`src/sv/lcg_pkg.sv`:
```
// ----------------------------------------------------------------------------
// lcg_pkg: shared types and constants
// Command and status records between controller and datapath, generator
// constants.
// ----------------------------------------------------------------------------
package lcg_pkg;

    localparam logic [47:0] LCG_MULT = 48'h0005_DEEC_E66D;
    localparam logic [47:0] LCG_ADD  = 48'h0000_0000_000B;

    localparam logic [1:0] MODE_RAW   = 2'd0;
    localparam logic [1:0] MODE_BOUND = 2'd1;
    localparam logic [1:0] MODE_INT64 = 2'd2;
    localparam logic [1:0] MODE_FRAC  = 2'd3;

    localparam logic [2:0] OP_NONE     = 3'd0;
    localparam logic [2:0] OP_LATCH    = 3'd1;
    localparam logic [2:0] OP_MUL      = 3'd2;
    localparam logic [2:0] OP_EVAL     = 3'd3;
    localparam logic [2:0] OP_DIV_STEP = 3'd4;
    localparam logic [2:0] OP_CHECK    = 3'd5;
    localparam logic [2:0] OP_OUT      = 3'd6;

    typedef struct packed {
        logic [2:0] op;
        logic [4:0] cnt;
    } cmd_t;

    typedef struct packed {
        logic [1:0] mode;
        logic       second;
        logic       pow2;
        logic       redraw;
    } status_t;

endpackage

```
`src/sv/lcg_datapath.sv`:
```
// ----------------------------------------------------------------------------
// lcg_datapath: generator state, multiplier, divider and result registers
// Executes one command per cycle from the controller.
// ----------------------------------------------------------------------------
module lcg_datapath (
    input  logic             clk,
    input  logic             rst_n,
    input  lcg_pkg::cmd_t    cmd,
    output lcg_pkg::status_t status,
    input  logic             cfg_wen,
    input  logic [47:0]      cfg_wdata,
    input  logic [1:0]       mode,
    input  logic [5:0]       bit_count,
    input  logic [30:0]      bound,
    output logic [63:0]      value
);
    import lcg_pkg::*;

    logic [47:0] state_reg;
    logic [47:0] acc_reg;
    logic [1:0]  mode_reg;
    logic [5:0]  k_reg;
    logic [30:0] n_reg;
    logic        second_reg;
    logic [31:0] bits_reg;
    logic [31:0] rem_reg;
    logic [63:0] res_reg;
    logic [63:0] value_reg;

    logic [15:0] chunk;
    logic [50:0] prod;
    logic [5:0]  k_eff;
    logic [5:0]  shamt;
    logic [47:0] shifted;
    logic [31:0] draw_k;
    logic [31:0] draw31;
    logic [31:0] draw32;
    logic [61:0] bmul;
    logic [31:0] rem_sh;
    logic [31:0] redraw_sum;

    always_comb
    begin
        case (cmd.cnt[1:0])
            2'd0:    chunk = state_reg[15:0];
            2'd1:    chunk = state_reg[31:16];
            default: chunk = state_reg[47:32];
        endcase
        prod = {35'd0, chunk} * {16'd0, LCG_MULT[34:0]};
    end

    // draw of k top bits
    always_comb
    begin
        k_eff   = (k_reg > 6'd32) ? 6'd32 : k_reg;
        shamt   = 6'd48 - k_eff;
        shifted = state_reg >> shamt;
        draw_k  = (k_reg == 6'd0) ? 32'd0 : shifted[31:0];
        draw31  = {1'b0, state_reg[47:17]};
        draw32  = state_reg[47:16];
        bmul    = {31'd0, n_reg} * {31'd0, draw31[30:0]};
        rem_sh  = {rem_reg[30:0], bits_reg[cmd.cnt]};
        redraw_sum = bits_reg - rem_reg + {1'b0, n_reg} - 32'd1;
    end

    assign status.mode   = mode_reg;
    assign status.second = second_reg;
    assign status.pow2   = ((n_reg & (~n_reg + 31'd1)) == n_reg);
    assign status.redraw = redraw_sum[31];
    assign value         = value_reg;

    always_ff @(posedge clk or negedge rst_n)
    begin
        if (!rst_n)
        begin
            state_reg  <= LCG_MULT;
            second_reg <= 1'b0;
        end
        else
        begin
            if (cfg_wen)
                state_reg <= cfg_wdata ^ LCG_MULT;
            else if (cmd.op == OP_MUL && cmd.cnt[1:0] == 2'd2)
                state_reg <= acc_reg + {prod[15:0], 32'd0} + LCG_ADD;
            if (cmd.op == OP_LATCH)
                second_reg <= 1'b0;
            else if (cmd.op == OP_EVAL)
                second_reg <= ~second_reg;
        end
    end

    always_ff @(posedge clk)
    begin
        case (cmd.op)
            OP_LATCH:
            begin
                mode_reg <= mode;
                k_reg    <= bit_count;
                n_reg    <= bound;
            end
            OP_MUL:
            begin
                if (cmd.cnt[1:0] == 2'd0)
                    acc_reg <= prod[47:0];
                else if (cmd.cnt[1:0] == 2'd1)
                    acc_reg <= acc_reg + {prod[31:0], 16'd0};
            end
            OP_EVAL:
            begin
                case (mode_reg)
                    MODE_RAW:   res_reg <= {32'd0, draw_k};
                    MODE_BOUND:
                    begin
                        res_reg  <= {33'd0, bmul[61:31]};
                        bits_reg <= draw31;
                        rem_reg  <= 32'd0;
                    end
                    MODE_INT64:
                    begin
                        if (!second_reg)
                            res_reg <= {draw32, 32'd0};
                        else
                            res_reg <= res_reg + {{32{draw32[31]}}, draw32};
                    end
                    default:
                    begin
                        if (!second_reg)
                            res_reg <= {37'd0, state_reg[47:22], 1'b0} << 26;
                        else
                            res_reg <= res_reg + {37'd0, state_reg[47:21]};
                    end
                endcase
            end
            OP_DIV_STEP:
            begin
                if (rem_sh >= {1'b0, n_reg})
                    rem_reg <= rem_sh - {1'b0, n_reg};
                else
                    rem_reg <= rem_sh;
            end
            OP_CHECK:   res_reg   <= {32'd0, rem_reg};
            OP_OUT:     value_reg <= res_reg;
            default:    ;
        endcase
    end

endmodule

```
`src/sv/lcg_controller.sv`:
```
// ----------------------------------------------------------------------------
// lcg_controller: request sequencer
// Steps the generator, runs the divider and hands results to the output.
// ----------------------------------------------------------------------------
module lcg_controller (
    input  logic             clk,
    input  logic             rst_n,
    input  logic             in_valid,
    output logic             in_stall,
    output logic             out_valid,
    input  logic             out_stall,
    output lcg_pkg::cmd_t    cmd,
    input  lcg_pkg::status_t status
);
    import lcg_pkg::*;

    localparam logic [2:0] S_IDLE  = 3'd0;
    localparam logic [2:0] S_STEP  = 3'd1;
    localparam logic [2:0] S_EVAL  = 3'd2;
    localparam logic [2:0] S_DIV   = 3'd3;
    localparam logic [2:0] S_CHECK = 3'd4;
    localparam logic [2:0] S_OUT   = 3'd5;

    logic [2:0] state_reg, state_next;
    logic [4:0] cnt_reg, cnt_next;
    logic       ovalid_reg, ovalid_next;
    logic       load_out;

    assign in_stall  = (state_reg != S_IDLE);
    assign out_valid = ovalid_reg;
    assign load_out  = (state_reg == S_OUT) && (!ovalid_reg || !out_stall);

    always_comb
    begin
        state_next  = state_reg;
        cnt_next    = cnt_reg;
        cmd.op      = OP_NONE;
        cmd.cnt     = cnt_reg;
        ovalid_next = ovalid_reg && out_stall;
        case (state_reg)
            S_IDLE:
            begin
                if (in_valid)
                begin
                    cmd.op     = OP_LATCH;
                    cnt_next   = 5'd0;
                    state_next = S_STEP;
                end
            end
            S_STEP:
            begin
                cmd.op   = OP_MUL;
                cnt_next = cnt_reg + 5'd1;
                if (cnt_reg == 5'd2)
                    state_next = S_EVAL;
            end
            S_EVAL:
            begin
                cmd.op   = OP_EVAL;
                cnt_next = 5'd0;
                case (status.mode)
                    MODE_RAW:   state_next = S_OUT;
                    MODE_BOUND:
                    begin
                        cnt_next   = 5'd30;
                        state_next = status.pow2 ? S_OUT : S_DIV;
                    end
                    default:    state_next = status.second ? S_OUT : S_STEP;
                endcase
            end
            S_DIV:
            begin
                cmd.op   = OP_DIV_STEP;
                cnt_next = cnt_reg - 5'd1;
                if (cnt_reg == 5'd0)
                    state_next = S_CHECK;
            end
            S_CHECK:
            begin
                cmd.op     = OP_CHECK;
                cnt_next   = 5'd0;
                state_next = status.redraw ? S_STEP : S_OUT;
            end
            S_OUT:
            begin
                if (load_out)
                begin
                    cmd.op      = OP_OUT;
                    ovalid_next = 1'b1;
                    state_next  = S_IDLE;
                end
            end
            default: state_next = S_IDLE;
        endcase
    end

    always_ff @(posedge clk or negedge rst_n)
    begin
        if (!rst_n)
        begin
            state_reg  <= S_IDLE;
            cnt_reg    <= 5'd0;
            ovalid_reg <= 1'b0;
        end
        else
        begin
            state_reg  <= state_next;
            cnt_reg    <= cnt_next;
            ovalid_reg <= ovalid_next;
        end
    end

endmodule

```
`src/sv/lcg48_random_generator_unit.sv`:
```
// ----------------------------------------------------------------------------
// lcg48_random_generator_unit: 48-bit linear congruential generator
// Serves raw-bit, bounded, 64-bit and fraction-numerator requests.
// ----------------------------------------------------------------------------
// Usage:
//   A request (mode, bit_count, bound) is taken when in_valid is high and
//   in_stall is low; each request gives one result on value, taken when
//   out_valid is high and out_stall is low.
//   Each draw steps the state through a partial-product multiplier that
//   adds the products of the low, middle and high 16-bit state chunks.
//   After the draw, raw bits and power-of-two bounds go to the output,
//   int64 and fraction take a second draw first, and other bounds run the
//   bit-serial divider and a range test, which may ask for a redraw.
//   One request is in flight at a time; the next one can be accepted in
//   the cycle after a result is loaded. A new request is taken while the
//   previous result still waits in the output register.
//   If the receiver stalls, hold the result; the next one waits in the
//   controller until the output register frees up.
//   Reset loads the state with the scrambled zero seed and empties the
//   output. Write cfg_wdata with cfg_wen only while idle: it reloads the
//   state with the scrambled seed.
// ----------------------------------------------------------------------------
module lcg48_random_generator_unit (
    input  logic        clk,
    input  logic        rst_n,
    input  logic        in_valid,
    output logic        in_stall,
    input  logic [1:0]  mode,
    input  logic [5:0]  bit_count,
    input  logic [30:0] bound,
    output logic        out_valid,
    input  logic        out_stall,
    output logic [63:0] value,
    input  logic        cfg_wen,
    input  logic [47:0] cfg_wdata
);
    import lcg_pkg::*;

    cmd_t    cmd;
    status_t status;

    // sequencer: owns the handshakes and the draw loop
    lcg_controller u_ctrl (
        .clk       (clk),
        .rst_n     (rst_n),
        .in_valid  (in_valid),
        .in_stall  (in_stall),
        .out_valid (out_valid),
        .out_stall (out_stall),
        .cmd       (cmd),
        .status    (status)
    );

    // state, multiplier, divider, result and output registers
    lcg_datapath u_dp (
        .clk       (clk),
        .rst_n     (rst_n),
        .cmd       (cmd),
        .status    (status),
        .cfg_wen   (cfg_wen),
        .cfg_wdata (cfg_wdata),
        .mode      (mode),
        .bit_count (bit_count),
        .bound     (bound),
        .value     (value)
    );

endmodule

```
`config.mk`:
```
export PLATFORM = sky130hd
export DESIGN_NAME = lcg48_random_generator_unit
export DESIGN_NICKNAME = d
export VERILOG_FILES = /design/src/sv/lcg_pkg.sv /design/src/sv/lcg_datapath.sv /design/src/sv/lcg_controller.sv /design/src/sv/lcg48_random_generator_unit.sv
export SDC_FILE = /design/constraint.sdc
export NUM_CORES = 2
export LEC_CHECK = 0
export ABC_CLOCK_PERIOD_IN_PS = 11500
export BUFFER_PORTS_ARGS = -buffer_cell sky130_fd_sc_hd__clkbuf_2
export CAP_MARGIN = 20
export CORE_MARGIN = 1.5
export CORE_UTILIZATION = 50
export CTS_CLUSTER_DIAMETER = 60
export CTS_CLUSTER_SIZE = 30
export DETAILED_ROUTE_END_ITERATION = 8
export GPL_ROUTABILITY_DRIVEN = 0
export PLACE_DENSITY = 0.76
export SLEW_MARGIN = 10
export SYNTH_ARGS = -nofsm -noshare
export SYNTH_HDL_FRONTEND = slang
export SYNTH_SLANG_ARGS = --single-unit
```
`constraint.sdc`:
```
create_clock -name clk -period 11.5 [get_ports clk]
set_input_delay 1.725 -clock clk [delete_from_list [all_inputs] [get_ports clk]]
set_output_delay 1.725 -clock clk [all_outputs]
set_load 0.1 [all_outputs]
```
Word-level counts from Yosys, hierarchy flattened. Index checks and enable logic that the tools add are counted. W data, S select, Z words.

Output and inout port bits: 66. Input bits: 92. Register bits after elaboration: 336. Logic and storage cells: 116.

Bitwise operators: 4. Shift operators: 1. $lt $le $gt $ge: 3. Muxes and demuxes: 35. Add/subtract/negate cells: 13. Reductions and logical operators: 23. Multipliers: 2. Eq/ne operators: 22.

Operators by type and width (count): $mux W48 (4); $pmux W64 S3 (1); $mux W64 (2); $pmux W64 S2 (1); $add A48 B48 Y48 (2); $mux W32 (3); $add A64 B27 Y64 (1); $add A64 B64 Y64 (1); $pmux W32 S2 (1); $mul A31 B31 Y62 (1); $add A48 B4 Y48 const B (1); $mul A16 B35 Y48 const B (1); $shr A48 B6 Y32 (1); $pmux W3 S6 (2); $add A32 B31 Y32 (1); $ge A32 B31 Y1 (1); $pmux W16 S2 (1); $sub A31 B32 Y32 (1); $sub A32 B1 Y32 const B (1); $sub A32 B31 Y32 (1); $add A31 B1 Y31 const B (1); $and A31 B31 Y31 (1); $eq A31 B31 Y1 (1); $not A31 Y31 (1); other kinds (34) (71).

Longest topological paths before layout.
Depth after elaboration: 9. Depth in mapped cells: 37. Gate-level depth less buffers: 33.

By module. From an unflattened synthesis, not the netlist that was laid out.

Cell total of the unflattened synthesis: 7687. Area total of the unflattened synthesis: 69719.4 um^2.

Modules (own cells, without submodules): lcg_datapath (area an instance 68978.7 um^2, cells an instance 7602, sequential area each 9603.0 um^2, instances 1); lcg_controller (area an instance 740.7 um^2, cells an instance 85, sequential area each 225.2 um^2, instances 1).

Least setup slack after synthesis. Ideal clock, no wire load.

Path kind: flip-flop to flip-flop. Start: register u_ctrl.cnt_reg[0]. End: register u_dp.acc_reg[46], data pin. Buffers on the path: 4. Required time: 11.362 ns. Clock period less this slack: 9.724 ns. Cell stages (with the launch flop): 32. Path slack: 1.776 ns. Data arrival time: 9.586 ns. Path through: dfrtp_1 -> clkbuf_1 -> clkbuf_1 -> buf_1 -> buf_1 -> mux2i_1 -> o21ai_0 -> inv_1 -> fa_1 -> inv_1 -> ha_1 -> or2_2 -> fa_1 -> fa_1 -> fa_1 -> fa_1 -> ha_1 -> nand2_1 -> or4b_2 -> o21a_1 -> o31ai_1 -> a21o_1 -> a21o_1 -> xor2_1 -> ha_1 -> o21a_1 -> nor2_1 -> a31oi_1 -> a31o_2 -> a21oi_1 -> or4b_2 -> nand4_1.

Word-level cells in the longest chain between the ends: 6. Elaborated cells between the ends (all ways): 7. Classes of those cells: 1 x add/sub; 1 x mul; 1 x eq/ne; 3 x mux; 1 x reduce/logical.

RTL lines: from (decl) (RTL line lcg_controller.sv:25) `logic [4:0] cnt_reg, cnt_next;`; from (signal assigned) (RTL line lcg_controller.sv:108) `cnt_reg <= cnt_next;`; $eq A2 B1 Y1 / $logic_not A2 Y1 (equally long branches) (RTL line lcg_datapath.sv:44, lcg_datapath.sv:103); $pmux W16 S2 (RTL line lcg_datapath.sv:44) `case (cmd.cnt[1:0])`; $mul A16 B35 Y48 (RTL line lcg_datapath.sv:49) `prod = {35'd0, chunk} * {16'd0, LCG_MULT[34:0]};`; $add A48 B48 Y48 (RTL line lcg_datapath.sv:106) `acc_reg <= acc_reg + {prod[31:0], 16'd0};`; $mux W48 (RTL line lcg_datapath.sv:105) `else if (cmd.cnt[1:0] == 2'd1)`; $mux W48 (*) (RTL line lcg_datapath.sv:103) `if (cmd.cnt[1:0] == 2'd0)`; to (signal assigned) (RTL line lcg_datapath.sv:104) `acc_reg <= prod[47:0];`; to (signal assigned) (RTL line lcg_datapath.sv:106); to (decl) (RTL line lcg_datapath.sv:20) `logic [47:0] acc_reg;`.

Every way passes the cells marked *; elsewhere a longest branch is shown, timed or not. The select of a mux whose other input is x is not followed. A chain may end at the register's enable or synchronous reset.

Worst setup path in the final report.
Start: register u_dp.state_reg[21]. End: register u_dp.res_reg[23], data pin.

Word-level cells in the longest chain between the ends: 4. Elaborated cells between the ends (all ways): 9. Classes of those cells: 2 x add/sub; 1 x mul; 1 x shift; 5 x mux.

RTL lines: from (decl) (RTL line lcg_datapath.sv:19) `logic [47:0] state_reg;`; from (signal assigned) (RTL line lcg_datapath.sv:82) `state_reg <= cfg_wdata ^ LCG_MULT;`; from (signal assigned) (RTL line lcg_datapath.sv:84) `state_reg <= acc_reg + {prod[15:0], 32'd0} + LCG_ADD;`; parallel branches: the longest is 2 deep, another holds $mul A31 B31 Y62; $pmux W64 S3 (*) (RTL line lcg_datapath.sv:110) `case (mode_reg)`; $pmux W64 S2 (*) (RTL line lcg_datapath.sv:94) `case (cmd.op)`; to (signal assigned) (RTL line lcg_datapath.sv:111) `MODE_RAW: res_reg <= {32'd0, draw_k};`; to (signal assigned) (RTL line lcg_datapath.sv:128) `res_reg <= {37'd0, state_reg[47:22], 1'b0} << 26;`; to (signal assigned) (RTL line lcg_datapath.sv:130) `res_reg <= res_reg + {37'd0, state_reg[47:21]};`; to (decl) (RTL line lcg_datapath.sv:27) `logic [63:0] res_reg;`.

Mark *: on every way between the ends.

==> out/results.env <==
FINALHOLDVIOLATIONS=0
TIMING.MAX_CAP.VIOLATIONS=0
GRT_USAGE_PCT=32.0
TRANSITION_TIME_AT_THE_PIN_WITH_THE_LEAST_SLEW_MARGIN_NS=1.20
POST_ROUTE_UTILIZATION_PCT=53.0
DRT_ITER0_MARKERS=6741
INITIAL_CORE_UTIL_PCT=50.3
CLOCK_PATH_BUFFERS=3
CORE_AREA_MM2=0.137
SYNTH_TOP_AREA_CELLS='fa_1 32%, edfxtp_1 12%, ha_1 11%'
SHARE_OF_FLIP_FLOPS_WITH_AN_ASYNCHRONOUS_SET_OR_RESET_AFTER_SYNTHESIS_PCT=17.3
POST_SYNTH_EDFFS=278
PLACE.PORT_BUFFERS=157
CP-START-KIND='flop'
GRT_MAX_DEGREE=89
SYNTH.LIB_CELLS_USED.DISTINCT=89
REPORT.FINAL.SETUP_VIOL=0
DETAIL_ROUTE.FIRST_PASS.ITERATIONS=9
ANTENNA_FOUND_INITIAL=12
FINAL_CELL_AREA_MM2=0.0727
WORSTSKEWPAIRLATENCY_NS=0.66
WIRE_PER_INST_UM=24.3
DRT.ANTENNA.VIOLATING_NETS=0
YOSYS_WARNINGS=0
MOSTFREQUENTLAYOUTCELL='inv_1'
SYNTH.TOP_CELL.AREA_SHARE_PCT=32.1
CLOCK.FMAX_MHz=101
VIOLATIONS='design-rule violations'
CLOCK_TREE_SKEW_AFTER_FINAL_LAYOUT_NS=0.0536
PLACED_AREA_MM2=0.0715
DIE_H_UM=374
CTS.ROOT.BUFFER_CELL='clkbuf_16'
GRT_PASS1_VIAS=59000
SYNTH_TOP_CELL_BY_AREA='fa_1'
TOTALWIRELENGTH_UM=225000
CORE.ROWCOUNT=136
TIMING.FINAL.CRIT_PERIOD_NS=9.87
PATH_MAX_FANOUT=23
GRT_SETUP_UNREPAIRED='no'
BUFFERS_INSERTED_DURING_POST_CTS_SETUP_OPTIMIZATION=0
NUMCTSBUFFERS=26
POST_SYNTH.CELL_AREA_AVG_UM2=9.16
POSTSYNTHCELLCOUNT=7523
TOTALNEGATIVESETUPSLACK_NS=0
MOST-COMMON-LAYOUT-CELLS='1284 x inv_1, 1104 x fa_1, 779 x nand2_1'
POST_SYNTH_DESIGN_CELL_AREA_MM2=0.0689
STATUS='finished, violations left'
DPL.HPWL_UM=174000
RELSLEWSLACK_PCT=19.4
FINALMAXSLEWVIOLATIONS=0
YS_SEQ_ELEMENTS=336
POST_CTS_RESIZED=0
DRIVE_ABOVE_1_SHARE_PCT=6.39
HOLD_BUF_CTS=0
AREA_GROWTH_PCT=5.45
WS_PATH_TYPE='flop to flop'
GRT_OVERFLOW_TOTAL=0
CRIT_REQUIRED_NS=11.87
IOS=158
CRIT_PATH_END_KIND='flop'
NETS=9254
DIE_X_UM=374
POST_SYNTHESIS_SEQUENTIAL_AREA_RATIO_PCT=14.3
GLOBAL_ROUTE_WIRE_LENGTH_BEFORE_REPAIR_UM=345000
SYNTHFLOPTYPE='edfxtp_1'
DETAIL_ROUTE.VIAS_PER_CELL=6.20
MIN-DELAY-PATH-CLASS='flop to flop'
MAPPEDNETLISTNETS=9330
CTS.REPORTEDPATHS.CLKPINSLEW_NS=0.10
DIE-AREA_MM2=0.140
DRC=8
TRITONCTS='yes'
CLOCK-SINKS=336
CTS_MAX_LEVEL=1
TIMING.FINAL.CRIT_SHARE_PCT=85.9
CRIT_ARRIVAL_NS=10.24
VIA_COUNT=57500
[per-layer routing]
metal / vias to the layer above / track usage (%) / share of wire (%)
li1: 24300 / - / -
met1: 28400 / 40.3 / 36
met2: 3833 / 49.4 / 44
met3: 1013 / 8.80 / 13
met4: 10 / 18.7 / 7.5
met5: - / 0 / 0.031
[cell type report]
class | instances | area [um2]
Clock inverter | 22 | 442
Multi-Input combinational cell | 5516 | 52900
Timing Repair Buffer | 281 | 1740
Tap cell | 1794 | 2240
Inverter | 1286 | 4830
Fill cell | 12000 | 64500
Sequential cell | 336 | 9850
Antenna cell | 8 | 20.0
Clock buffer | 26 | 651
[final timing paths]
kind	start	end	slack, ns	cells past startpoint
worst min-delay path	u_dp.res_reg[0]	u_dp.value[0]	0.56	0
min in group asynchronous	rst_n	u_dp.state_reg[44]	1.28	2
worst max-delay path	u_dp.state_reg[21]	u_dp.res_reg[23]	1.63	26
worst max register to register	u_dp.state_reg[21]	u_dp.res_reg[23]	1.63	26
max in group asynchronous	rst_n	u_dp.state_reg[17]	9.54	2
worst min register to register	u_dp.res_reg[0]	u_dp.value[0]	0.56	0
[per-stage QoR]
step	instances	hold WS (ns)	setup slack, ns
finish	9269	0.555	1.63
global route	9262	0.546	1.27
CTS	9257	0.536	1.85
detailed placement	9209	0.513	1.92
global placement	9208	0.524	2.11
floorplan	7523	0.457	1.78
[critical path, stage by stage, from the launching register on]
cell	delay, ns
dfstp_2	1.06
buf_4	0.42
and2_1	0.20
fa_1	0.42
fa_1	0.50
fa_1	0.51
inv_1	0.05
fa_1	0.47
inv_1	0.05
fa_1	0.51
inv_1	0.06
fa_1	0.54
inv_1	0.06
fa_1	0.50
fa_1	0.43
ha_1	0.33
nand4_1	0.16
nor3_1	0.34
o211ai_1	0.14
o2111ai_1	0.40
a221o_1	0.29
a311oi_1	0.16
o21ai_0	0.49
a31o_2	0.28
and3b_1	0.17
o21ai_0	0.86
a21oi_1	0.13
[kinds of logic (layout without fill, tap and decap cells)]
family	count (synthesis)	in the layout	share of synthesized area [%]
AO/OA/AOI/OAI	1274	1274	11.6
XOR/XNOR	282	282	3.58
adder cells (fa/ha/maj)	1717	1717	43.2
buffers and inverters	1671	1615	9.12
flip-flops	336	336	14.3
multiplexers	190	190	3.48
other	0	8	0
AND/OR/NAND/NOR	2053	2053	14.7
[synth_stat cells, types with 164 or more instances]
cell type	count
inv_1	1285
fa_1	1104
nand2_1	780
ha_1	611
and2_1	544
a21oi_1	427
clkbuf_1	356
nor2_1	292
edfxtp_1	278
o21ai_0	240
xnor2_1	167
a21o_1	164
Power is not shown: default switching activity piles up to over one toggle a cycle in this logic, so the estimate is an artifact.
